==> src/hdl/ttyop_pkg.sv <==
// Shared types and constants for the terminal output post-processing block.
// No dependencies; every other file in hdl/ imports this package.
`timescale 1ns / 1ps

package ttyop_pkg;

    localparam int COL_W      = 8;
    localparam int CNT_W      = $clog2(COL_W);
    localparam int TAB_W      = 6;
    localparam int TAB_MAX    = 32;
    localparam int TAB_RESET  = 8;
    localparam int MODE_W     = 9;
    localparam int MASK_W     = 64;
    localparam int N_MASK     = 4;
    localparam int NP_W       = N_MASK * MASK_W;
    localparam int CFG_IDX_W  = 3;
    localparam int CFG_DATA_W = 64;
    localparam int Q_DEPTH    = 2;
    localparam int Q_AW       = $clog2(Q_DEPTH);
    localparam int CE_W       = 3;

    typedef logic [7:0]       char_t;
    typedef logic [COL_W-1:0] col_t;

    // mode flag bit positions
    localparam int F_POST   = 0;
    localparam int F_ONLCR  = 1;
    localparam int F_OCRNL  = 2;
    localparam int F_ONOCR  = 3;
    localparam int F_ONLRET = 4;
    localparam int F_XTAB   = 5;
    localparam int F_STRIP  = 6;
    localparam int F_OLCUC  = 7;
    localparam int F_TILDE  = 8;

    // configuration register indexes
    localparam logic [CFG_IDX_W-1:0] REG_MODE  = 3'd0;
    localparam logic [CFG_IDX_W-1:0] REG_TABW  = 3'd1;
    localparam logic [CFG_IDX_W-1:0] REG_MASK0 = 3'd2;
    localparam logic [CFG_IDX_W-1:0] REG_MASK1 = 3'd3;
    localparam logic [CFG_IDX_W-1:0] REG_MASK2 = 3'd4;
    localparam logic [CFG_IDX_W-1:0] REG_MASK3 = 3'd5;

    // character codes
    localparam char_t CH_BS     = 8'h08;
    localparam char_t CH_TAB    = 8'h09;
    localparam char_t CH_LF     = 8'h0A;
    localparam char_t CH_CR     = 8'h0D;
    localparam char_t CH_SP     = 8'h20;
    localparam char_t CH_EXCL   = 8'h21;
    localparam char_t CH_APOS   = 8'h27;
    localparam char_t CH_LPAREN = 8'h28;
    localparam char_t CH_RPAREN = 8'h29;
    localparam char_t CH_UP_A   = 8'h41;
    localparam char_t CH_UP_Z   = 8'h5A;
    localparam char_t CH_BSLASH = 8'h5C;
    localparam char_t CH_CARET  = 8'h5E;
    localparam char_t CH_BQUOTE = 8'h60;
    localparam char_t CH_LO_A   = 8'h61;
    localparam char_t CH_LO_Z   = 8'h7A;
    localparam char_t CH_LBRACE = 8'h7B;
    localparam char_t CH_VBAR   = 8'h7C;
    localparam char_t CH_RBRACE = 8'h7D;
    localparam char_t CH_TILDE  = 8'h7E;
    localparam char_t CH_PR_LO  = 8'h20;
    localparam char_t CH_PR_HI  = 8'h7E;
    localparam char_t CASE_DIFF = 8'h20;
    localparam char_t STRIP_MASK = 8'h7F;

    // column effect of one emitted byte
    localparam logic [CE_W-1:0] CE_KEEP = 3'd0;
    localparam logic [CE_W-1:0] CE_ZERO = 3'd1;
    localparam logic [CE_W-1:0] CE_INC  = 3'd2;
    localparam logic [CE_W-1:0] CE_DEC  = 3'd3;
    localparam logic [CE_W-1:0] CE_STOP = 3'd4;

    // one classified request: an optional leading byte, then the main byte,
    // or a tab that is expanded or jumps to the next stop
    typedef struct packed {
        logic            is_tab;
        logic            spaces;
        logic            quiet;
        logic            gate0;
        logic            pre_en;
        logic            pre_cond0;
        char_t           pre_char;
        logic [CE_W-1:0] pre_col;
        char_t           chr;
        logic [CE_W-1:0] col_op;
        logic            main_en;
    } op_t;

endpackage

==> src/hdl/tty_output_postprocess.sv <==
// Top level of the terminal output post-processing block; holds the configuration registers.
// The first result passes the request queue, the back end's request register and the output register.
// Requests are carried out one at a time; the next is popped only when the last is done.
// A byte may get an inserted CR or backslash first. A tab runs the 8-step column-mod-width
// loop, then emits one space per cycle while the output is not stalled, or jumps to the next stop.
// Reset (aresetn, synchronous): column 0, queue empty, no result pending, registers at defaults.
`timescale 1ns / 1ps

module tty_output_postprocess (
    input  logic                                aclk,
    input  logic                                aresetn,
    input  logic                                s_valid,
    output logic                                s_ready,
    input  logic [7:0]                          s_char_in,
    input  logic                                s_count_only,
    output logic                                m_valid,
    input  logic                                m_ready,
    output logic [7:0]                          m_out_char,
    output logic                                m_last,
    output logic [7:0]                          m_column_now,
    input  logic                                cfg_we,
    input  logic [ttyop_pkg::CFG_IDX_W-1:0]     cfg_index,
    input  logic [ttyop_pkg::CFG_DATA_W-1:0]    cfg_wdata
);
    import ttyop_pkg::*;

    logic [MODE_W-1:0] mode_reg, mode_next;
    logic [TAB_W-1:0]  tabw_reg, tabw_next;
    logic [NP_W-1:0]   mask_reg, mask_next;
    logic [TAB_W-1:0]  tab_eff;

    logic q_push, q_ready, q_valid, q_pop;
    op_t  push_op, pop_op;

    always_comb begin
        mode_next = mode_reg;
        tabw_next = tabw_reg;
        mask_next = mask_reg;
        if (cfg_we) begin
            unique case (cfg_index)
                REG_MODE:  mode_next = cfg_wdata[MODE_W-1:0];
                REG_TABW:  tabw_next = cfg_wdata[TAB_W-1:0];
                REG_MASK0: mask_next[0*MASK_W +: MASK_W] = cfg_wdata[MASK_W-1:0];
                REG_MASK1: mask_next[1*MASK_W +: MASK_W] = cfg_wdata[MASK_W-1:0];
                REG_MASK2: mask_next[2*MASK_W +: MASK_W] = cfg_wdata[MASK_W-1:0];
                REG_MASK3: mask_next[3*MASK_W +: MASK_W] = cfg_wdata[MASK_W-1:0];
                default: begin
                end
            endcase
        end
    end

    always_ff @(posedge aclk) begin
        if (!aresetn) begin
            mode_reg <= '0;
            tabw_reg <= TAB_W'(TAB_RESET);
            mask_reg <= '0;
        end else begin
            mode_reg <= mode_next;
            tabw_reg <= tabw_next;
            mask_reg <= mask_next;
        end
    end

    // zero width acts as 1, oversized width clamps
    assign tab_eff = (tabw_reg == '0) ? TAB_W'(1) :
                     (tabw_reg > TAB_W'(TAB_MAX)) ? TAB_W'(TAB_MAX) : tabw_reg;

    ttyop_front u_front (
        .s_valid      (s_valid),
        .s_ready      (s_ready),
        .s_char_in    (s_char_in),
        .s_count_only (s_count_only),
        .mode         (mode_reg),
        .np_mask      (mask_reg),
        .q_ready      (q_ready),
        .q_push       (q_push),
        .q_op         (push_op)
    );

    ttyop_fifo u_fifo (
        .aclk      (aclk),
        .aresetn   (aresetn),
        .push      (q_push),
        .din       (push_op),
        .in_ready  (q_ready),
        .out_valid (q_valid),
        .pop       (q_pop),
        .dout      (pop_op)
    );

    ttyop_back u_back (
        .aclk         (aclk),
        .aresetn      (aresetn),
        .q_valid      (q_valid),
        .q_op         (pop_op),
        .q_pop        (q_pop),
        .tab          (tab_eff),
        .m_valid      (m_valid),
        .m_ready      (m_ready),
        .m_out_char   (m_out_char),
        .m_last       (m_last),
        .m_column_now (m_column_now)
    );

endmodule

==> src/hdl/ttyop_front.sv <==
// Front end: accepts input bytes and classifies them into queue requests.
// Depends on ttyop_pkg; drives the request queue in ttyop_fifo.
`timescale 1ns / 1ps

module ttyop_front (
    input  logic                        s_valid,
    output logic                        s_ready,
    input  ttyop_pkg::char_t            s_char_in,
    input  logic                        s_count_only,
    input  logic [ttyop_pkg::MODE_W-1:0] mode,
    input  logic [ttyop_pkg::NP_W-1:0]  np_mask,
    input  logic                        q_ready,
    output logic                        q_push,
    output ttyop_pkg::op_t              q_op
);
    import ttyop_pkg::*;

    function automatic logic [8:0] esc_pair(input char_t c);
        logic [8:0] r;
        r = {1'b0, c};
        case (c)
            CH_LBRACE: r = {1'b1, CH_LPAREN};
            CH_RBRACE: r = {1'b1, CH_RPAREN};
            CH_VBAR:   r = {1'b1, CH_EXCL};
            CH_TILDE:  r = {1'b1, CH_CARET};
            CH_BQUOTE: r = {1'b1, CH_APOS};
            default:   r = {1'b0, c};
        endcase
        return r;
    endfunction

    logic       post;
    logic       drop;
    char_t      c;
    char_t      m;
    logic       esc;
    logic [8:0] pair;

    assign post = mode[F_POST];
    assign c    = mode[F_STRIP] ? (s_char_in & STRIP_MASK) : s_char_in;
    assign pair = esc_pair(c);

    always_comb begin
        q_op           = '0;
        q_op.quiet     = s_count_only;
        q_op.chr       = c;
        q_op.col_op    = CE_KEEP;
        q_op.main_en   = 1'b1;
        q_op.pre_char  = CH_CR;
        q_op.pre_col   = CE_ZERO;
        drop           = np_mask[s_char_in];
        m              = c;
        esc            = 1'b0;
        unique case (c)
            CH_LF: begin
                q_op.pre_en    = post & mode[F_ONLCR] & ~np_mask[CH_CR];
                q_op.pre_cond0 = mode[F_ONOCR];
                q_op.col_op    = mode[F_ONLRET] ? CE_ZERO : CE_KEEP;
            end
            CH_CR: begin
                if (post && mode[F_OCRNL]) begin
                    // CR turns into a full newline sequence
                    drop           = drop | np_mask[CH_LF];
                    q_op.gate0     = mode[F_ONOCR];
                    q_op.chr       = CH_LF;
                    q_op.pre_en    = mode[F_ONLCR] & ~np_mask[CH_CR];
                    q_op.pre_cond0 = mode[F_ONOCR];
                    q_op.col_op    = mode[F_ONLRET] ? CE_ZERO : CE_KEEP;
                end else begin
                    q_op.gate0  = post & mode[F_ONOCR];
                    q_op.col_op = CE_ZERO;
                end
            end
            CH_BS: begin
                q_op.col_op = CE_DEC;
            end
            CH_TAB: begin
                q_op.is_tab = 1'b1;
                q_op.col_op = CE_STOP;
                if (post && mode[F_XTAB]) begin
                    // a dropped space leaves only the jump
                    if (np_mask[CH_SP]) begin
                        q_op.main_en = 1'b0;
                    end else begin
                        q_op.spaces = 1'b1;
                    end
                end
            end
            default: begin
                if (post && mode[F_OLCUC]) begin
                    if (pair[8]) begin
                        esc = 1'b1;
                        m   = pair[7:0];
                    end else if (c >= CH_UP_A && c <= CH_UP_Z) begin
                        esc = 1'b1;
                    end
                    if (m >= CH_LO_A && m <= CH_LO_Z) begin
                        m = m - CASE_DIFF;
                    end
                end
                if (post && mode[F_TILDE] && m == CH_TILDE) begin
                    m = CH_BQUOTE;
                end
                q_op.chr      = m;
                q_op.col_op   = (m >= CH_PR_LO && m <= CH_PR_HI) ? CE_INC : CE_KEEP;
                q_op.pre_en   = esc & ~np_mask[CH_BSLASH];
                q_op.pre_char = CH_BSLASH;
                q_op.pre_col  = CE_INC;
            end
        endcase
    end

    assign s_ready = q_ready;
    assign q_push  = s_valid & q_ready & ~drop;

endmodule

==> src/hdl/ttyop_fifo.sv <==
// Short request queue between the front end and the back end.
// Depends on ttyop_pkg for the request type and depth.
`timescale 1ns / 1ps

module ttyop_fifo (
    input  logic           aclk,
    input  logic           aresetn,
    input  logic           push,
    input  ttyop_pkg::op_t din,
    output logic           in_ready,
    output logic           out_valid,
    input  logic           pop,
    output ttyop_pkg::op_t dout
);
    import ttyop_pkg::*;

    op_t              mem_reg [Q_DEPTH];
    logic [Q_AW-1:0]  wr_ptr_reg, wr_ptr_next;
    logic [Q_AW-1:0]  rd_ptr_reg, rd_ptr_next;
    logic [Q_AW:0]    cnt_reg, cnt_next;
    logic             do_push, do_pop;

    assign in_ready  = (cnt_reg != (Q_AW + 1)'(Q_DEPTH));
    assign out_valid = (cnt_reg != '0);
    assign do_push   = push & in_ready;
    assign do_pop    = pop & out_valid;
    assign dout      = mem_reg[rd_ptr_reg];

    always_comb begin
        wr_ptr_next = do_push ? wr_ptr_reg + 1'b1 : wr_ptr_reg;
        rd_ptr_next = do_pop ? rd_ptr_reg + 1'b1 : rd_ptr_reg;
        cnt_next    = cnt_reg;
        if (do_push && !do_pop) begin
            cnt_next = cnt_reg + 1'b1;
        end else if (do_pop && !do_push) begin
            cnt_next = cnt_reg - 1'b1;
        end
    end

    always_ff @(posedge aclk) begin
        if (!aresetn) begin
            wr_ptr_reg <= '0;
            rd_ptr_reg <= '0;
            cnt_reg    <= '0;
        end else begin
            wr_ptr_reg <= wr_ptr_next;
            rd_ptr_reg <= rd_ptr_next;
            cnt_reg    <= cnt_next;
        end
    end

    always_ff @(posedge aclk) begin
        if (do_push) begin
            mem_reg[wr_ptr_reg] <= din;
        end
    end

endmodule

==> src/hdl/ttyop_back.sv <==
// Back end: carries out queued requests, tracks the column, drives the output register.
// Depends on ttyop_pkg; pops requests from ttyop_fifo.
`timescale 1ns / 1ps

module ttyop_back (
    input  logic                        aclk,
    input  logic                        aresetn,
    input  logic                        q_valid,
    input  ttyop_pkg::op_t              q_op,
    output logic                        q_pop,
    input  logic [ttyop_pkg::TAB_W-1:0] tab,
    output logic                        m_valid,
    input  logic                        m_ready,
    output ttyop_pkg::char_t            m_out_char,
    output logic                        m_last,
    output ttyop_pkg::col_t             m_column_now
);
    import ttyop_pkg::*;

    localparam logic [2:0] S_IDLE  = 3'd0;
    localparam logic [2:0] S_PRE   = 3'd1;
    localparam logic [2:0] S_MAIN  = 3'd2;
    localparam logic [2:0] S_DIV   = 3'd3;
    localparam logic [2:0] S_SPACE = 3'd4;

    function automatic col_t col_apply(input logic [CE_W-1:0] ce, input col_t col,
                                       input col_t stop);
        col_t r;
        r = col;
        unique case (ce)
            CE_ZERO: r = '0;
            CE_INC:  r = col + COL_W'(1);
            CE_DEC:  r = col - COL_W'(1);
            CE_STOP: r = stop;
            default: r = col;
        endcase
        return r;
    endfunction

    logic [2:0]       state_reg, state_next;
    op_t              op_reg, op_next;
    col_t             col_reg, col_next;
    col_t             stop_reg, stop_next;
    logic [TAB_W-1:0] rem_reg, rem_next;
    logic [CNT_W-1:0] cnt_reg, cnt_next;
    logic             m_valid_reg, m_valid_next;
    char_t            out_char_reg;
    logic             out_last_reg;
    col_t             out_col_reg;

    logic             out_free, go;
    logic             emit, emit_last;
    char_t            emit_char;
    col_t             col_n;
    logic [TAB_W-1:0] rem_sh, rem_sub;

    assign out_free = ~m_valid_reg | m_ready;
    assign go       = op_reg.quiet | out_free;
    // one restoring step of column mod tab width
    assign rem_sh   = {rem_reg[TAB_W-2:0], col_reg[cnt_reg]};
    assign rem_sub  = (rem_sh >= tab) ? rem_sh - tab : rem_sh;

    always_comb begin
        state_next = state_reg;
        op_next    = op_reg;
        col_next   = col_reg;
        stop_next  = stop_reg;
        rem_next   = rem_reg;
        cnt_next   = cnt_reg;
        q_pop      = 1'b0;
        emit       = 1'b0;
        emit_last  = 1'b0;
        emit_char  = op_reg.chr;
        col_n      = col_reg;
        unique case (state_reg)
            S_IDLE: begin
                q_pop = q_valid;
                if (q_valid) begin
                    op_next = q_op;
                    if (q_op.is_tab) begin
                        rem_next   = '0;
                        cnt_next   = CNT_W'(COL_W - 1);
                        state_next = S_DIV;
                    end else if (q_op.gate0 && col_reg == '0) begin
                        state_next = S_IDLE;
                    end else if (q_op.pre_en && !(q_op.pre_cond0 && col_reg == '0)) begin
                        state_next = S_PRE;
                    end else begin
                        state_next = S_MAIN;
                    end
                end
            end
            S_PRE: begin
                if (go) begin
                    col_n      = col_apply(op_reg.pre_col, col_reg, stop_reg);
                    col_next   = col_n;
                    emit       = ~op_reg.quiet;
                    emit_char  = op_reg.pre_char;
                    state_next = S_MAIN;
                end
            end
            S_MAIN: begin
                if (go) begin
                    col_n      = col_apply(op_reg.col_op, col_reg, stop_reg);
                    col_next   = col_n;
                    emit       = op_reg.main_en & ~op_reg.quiet;
                    emit_last  = 1'b1;
                    state_next = S_IDLE;
                end
            end
            S_DIV: begin
                rem_next = rem_sub;
                cnt_next = cnt_reg - 1'b1;
                if (cnt_reg == '0) begin
                    stop_next  = col_reg + COL_W'(tab) - COL_W'(rem_sub);
                    state_next = op_reg.spaces ? S_SPACE : S_MAIN;
                end
            end
            S_SPACE: begin
                if (go) begin
                    // stop at the next tab stop or where the column wraps to zero
                    col_n      = col_reg + COL_W'(1);
                    col_next   = col_n;
                    emit       = ~op_reg.quiet;
                    emit_char  = CH_SP;
                    emit_last  = (col_n == stop_reg) || (col_n == '0);
                    if (emit_last) begin
                        state_next = S_IDLE;
                    end
                end
            end
            default: begin
                state_next = S_IDLE;
            end
        endcase
        m_valid_next = emit | (m_valid_reg & ~m_ready);
    end

    always_ff @(posedge aclk) begin
        if (!aresetn) begin
            state_reg   <= S_IDLE;
            col_reg     <= '0;
            m_valid_reg <= 1'b0;
        end else begin
            state_reg   <= state_next;
            col_reg     <= col_next;
            m_valid_reg <= m_valid_next;
        end
    end

    always_ff @(posedge aclk) begin
        op_reg   <= op_next;
        stop_reg <= stop_next;
        rem_reg  <= rem_next;
        cnt_reg  <= cnt_next;
        if (emit) begin
            out_char_reg <= emit_char;
            out_last_reg <= emit_last;
            out_col_reg  <= col_n;
        end
    end

    assign m_valid      = m_valid_reg;
    assign m_out_char   = out_char_reg;
    assign m_last       = out_last_reg;
    assign m_column_now = out_col_reg;

endmodule

==> config.mk <==
export PLATFORM = sky130hd
export DESIGN_NAME = tty_output_postprocess
export DESIGN_NICKNAME = d
export VERILOG_FILES = /design/src/hdl/ttyop_pkg.sv /design/src/hdl/tty_output_postprocess.sv /design/src/hdl/ttyop_front.sv /design/src/hdl/ttyop_fifo.sv /design/src/hdl/ttyop_back.sv
export SDC_FILE = /design/constraint.sdc
export NUM_CORES = 1
export LEC_CHECK = 0
export BUFFER_PORTS_ARGS = -buffer_cell sky130_fd_sc_hd__buf_2
export CAP_MARGIN = 20
export CORE_ASPECT_RATIO = 1.1
export CORE_MARGIN = 2
export CORE_UTILIZATION = 40
export CTS_BUF_LIST = sky130_fd_sc_hd__clkbuf_2 sky130_fd_sc_hd__clkbuf_4 sky130_fd_sc_hd__clkbuf_8
export CTS_CLUSTER_DIAMETER = 200
export DETAILED_ROUTE_END_ITERATION = 16
export GPL_TIMING_DRIVEN = 0
export RECOVER_POWER = 25
export SYNTH_ARGS = -nofsm -noshare
export SYNTH_HDL_FRONTEND = slang
export SYNTH_SLANG_ARGS = --single-unit
==> constraint.sdc <==
create_clock -name aclk -period 9.3 [get_ports aclk]
set_clock_uncertainty 0.05 [all_clocks]
set_input_delay 0.465 -clock aclk [delete_from_list [all_inputs] [get_ports aclk]]
set_output_delay 0.465 -clock aclk [all_outputs]
set_load 0.005 [all_outputs]
==> summary.md <==
| Metric | Value |
|---|---|
| Fin. Hold Viols | `0` |
| Net Switching | `1.43 mW` |
| Post-Syn Area | `0.0183 mm²` |
| Outcome | `finished, final reports clean` |
| Fin Hold WS | `67.3 ps` |
| Clock H-tree levels | `3` |
| Chip width | `roughly 210 µm` |
| Post-DR wirelength/cell | `20.9 µm` |
| Aggregate global routing overflow | `0` |
| Fin area | `between 0.02 and 0.025 mm²` |
| Seq/Total Area, Yosys | `46.2%` |
| CTS tree | `done` |
| Hold Crit Start | `cfg_wdata[44]` |
| Pin count of the biggest net entering global routing | `21` |
| Register area | `0.00844 mm²` |
| Setup TNS Final | `0 ps` |
| PortBufs | `91` |
| Initial Utilization | `40.3%` |
| Initial antenna violation count | `2` |
| # rows | `82` |
| Leakage Power | `7.29 nW` |
| Critical R2R Capture | `u_back.stop_reg[7]` |
| Final period util | `between 60% and 70%` |
| GR Util met1 | `approximately 29%` |
| Gr busiest metal | `met2` |
| Vias in the first global route | `roughly 15000` |
| Comb pwr share | `23.1%` |
| Max Freq | `173 MHz` |
| Slew Viols, Final | `0` |
| Die area | `0.0474 mm²` |
| Placement-stage cell area | `0.0196 mm²` |
| Setup Viol. Count Final | `0` |
| Final nets | `2234` |
| Crit path max fanout | `10` |
| Detailed router's first-iteration violation count | `1055` |
| Total number of vias | `15100` |
| RD Place Congestion | `~0.94` |
| Share of cells above drive strength 1 | `14.4%` |
| Detailed-router iteration count before antenna repair | `5` |
| Top_reg_cell synth | `dfxtp_1` |
| Switching Share | `about 30%` |
| Syn Area/Cell | `~9.3 µm²` |
| CP startpoint | `u_back.col_reg[2]` |
| Setup repair bufs after CTS | `0` |
| I/O pins | `100` |
| Worst setup path class | `reg -> reg` |
| EDFF count, synth | `89` |
| Max-slew headroom | `around 14%` |
| Sequential Power Share | `about two fifths` |
| Top-area cell type share of the netlist area | `31.5%` |
| Detail Route Antenna Nets | `0` |
| DRC | `0` |
| Global-route wire length before repair | `between 80000 and 90000 µm` |
| Clock power share | `35.7%` |
| Cell taking the most area after synthesis | `dfxtp_1` |
| Fillers | `4397` |
| Multi-input gate area | `0.00914 mm²` |
| Ys async rst share | `0%` |
| PD cells | `approximately 230 mW/mm²` |
| Clock transition at the registers of the reported paths | `~60 ps` |
| Via/cell ratio | `5.48` |
| Hold EP | `mask_reg[172]` |
| Reg2reg path depth | `22` |
| Syn-to-layout area delta | `14.9%` |
| RSZ-0062 raised after global routing | `no` |
| Arrival time worst endpoint | `6120 ps` |
| Met3 Resource Use GR | `around 4.2%` |
| Synth unique cells | `69` |
| Max reg flops | `256` |
| R2R Setup Slk | `3510 ps` |
| Setup crit end kind | `register` |
| Syn Nets | `2067` |
| Hold Crit Depth | `3` |
| Final core occ | `46.3%` |
| Launching point of the worst reg2reg path | `u_back.col_reg[2]` |
| Cells after Synth | `approximately 2000` |
| Top cells by area, synth | `dfxtp_1 (32%), edfxtp_1 (15%), nand2_1 (12%), a21boi_0 (11%), mux4_2 (7.8%)` |
| Cells after DPL | `~2600` |
| Count leader, synth | `nand2_1` |
| Core area | `0.0453 mm²` |
| Yosys warns | `0` |
| CTS root buf | `clkbuf_8` |
| Final cell count without fillers | `2762` |
| Synth top cells by count | `nand2_1 (577), dfxtp_1 (288), a21boi_0 (267), clkbuf_1 (117), edfxtp_1 (89)` |
| Hold Crit Class | `in -> reg` |
| Internal Dissipation | `3.33 mW` |
| Routed Wire Length | `57800 µm` |
| Seq cells post-synth | `roughly 380` |
| Crit path time final | `5790 ps` |
| Slew at the pin closest to its max-slew limit | `around 1300 ps` |
| HPWL Detailed | `about 42000 µm` |
| Ant diodes | `0` |
| Die H | `around 230 µm` |
| Maximum clock insertion buffer count | `3` |
| Total global-route track usage | `24.1%` |
| VDD IR-drop max | `0.000149 V` |
| WP data required | `9630 ps` |
| Num CTS Buffers | `67` |
| Max cap viols | `0` |
| Worst setup SP type | `register` |
| Met2 usage | `41.6%` |
| Sink Count | `377` |
| Clk_lat worst skew | `about 640 ps` |
[metal layers]
metal	wire [µm]	part of all wire, %
met5	27	0.047
met4	2540	4.4
met3	3370	5.8
met2	28200	49
met1	23700	41
[power by group through the flow]
stage	Clock [mW]	Combinational (mW)	Sequential [mW]
after floorplan	0	0.784	1.97
after global placement	0	1.07	1.99
after detailed placement	0	1.10	2.00
after CTS	1.73	1.11	1.96
after global routing	1.80	1.22	1.98
final	1.70	1.10	1.96
[metrics by stage]
| stage | power (mW) | worst slack (ps) |
|---|---|---|
| 2_1_floorplan | 2.75 | 4380 |
| 3_3_place_gp | 3.07 | 3540 |
| 3_5_place_dp | 3.10 | 3500 |
| 4_1_cts | 4.80 | 3450 |
| 5_1_grt | 5.00 | 2910 |
| 6_report | 4.76 | 3510 |
[kinds of logic (layout without fill, tap and decap cells)]
family / count (synthesis) / count (layout) / synth area share [%]
simple gates: 793 / 793 / 18.3
buf+inv: 178 / 394 / 3.87
compound gates: 438 / 438 / 17.4
mux: 111 / 111 / 10.5
flops: 377 / 377 / 46.2
fa+ha+maj: 28 / 28 / 2.20
xor+xnor: 33 / 33 / 1.58
[cells in the final DEF, fill, tap and decap left out, types with 30 or more instances in the layout]
| master | synthesis | layout |
|---|---|---|
| a21boi_0 | 267 | 267 |
| a21oi_1 | 39 | 39 |
| buf_2 | 17 | 98 |
| clkbuf_1 | 117 | 131 |
| clkbuf_8 | 0 | 82 |
| dfxtp_1 | 288 | 288 |
| edfxtp_1 | 89 | 89 |
| inv_1 | 37 | 37 |
| mux4_2 | 63 | 63 |
| nand2_1 | 577 | 577 |
| nand3_1 | 30 | 30 |
| nor2_1 | 56 | 54 |
| o21ai_0 | 30 | 30 |
[layout make-up]
cell class                 count  share of cell area, %
buffer                       140                   2.69
clock buffer                 104                   6.16
clock inverter                14                  0.869
inverter                      38                  0.679
multi-input combinational   1403                   43.5
sequential                   377                   40.2
tap                          588                   3.50
timing repair buffer          98                   2.43
[worst max path at each step]
stage,end,slack [ps],depth (start not counted)
floorplan,u_back.stop_reg[7],4380,22
global placement,u_back.stop_reg[7],3540,22
detailed placement,u_back.stop_reg[7],3500,22
CTS,u_back.stop_reg[7],3450,22
global route,u_back.stop_reg[7],2910,22
finish,u_back.stop_reg[7],3510,22
[worst max-delay path, cell delays in order, from the launching register on]
cell and delay, ps:
dfxtp_1 380, buf_1 280, mux4_2 530, mux2i_1 290, ha_1 250, fa_1 200, nor2b_1 60, o21ai_0 120
nor2b_1 210, o21ai_0 100, a21oi_1 630, mux2i_1 270, fa_1 610, inv_1 60, ha_1 280, a21o_1 170
a21oi_1 230, o21bai_1 110, a21oi_1 220, nor2b_1 70, o21ai_0 180, nand2b_1 90, xnor2_1 120
[repair_timing]
item                      in CTS  in global routing
resized for setup              0                  0
hold endpoints to repair       2                  0
hold buffers                   1                  0
(Power assumes the default switching activity.)
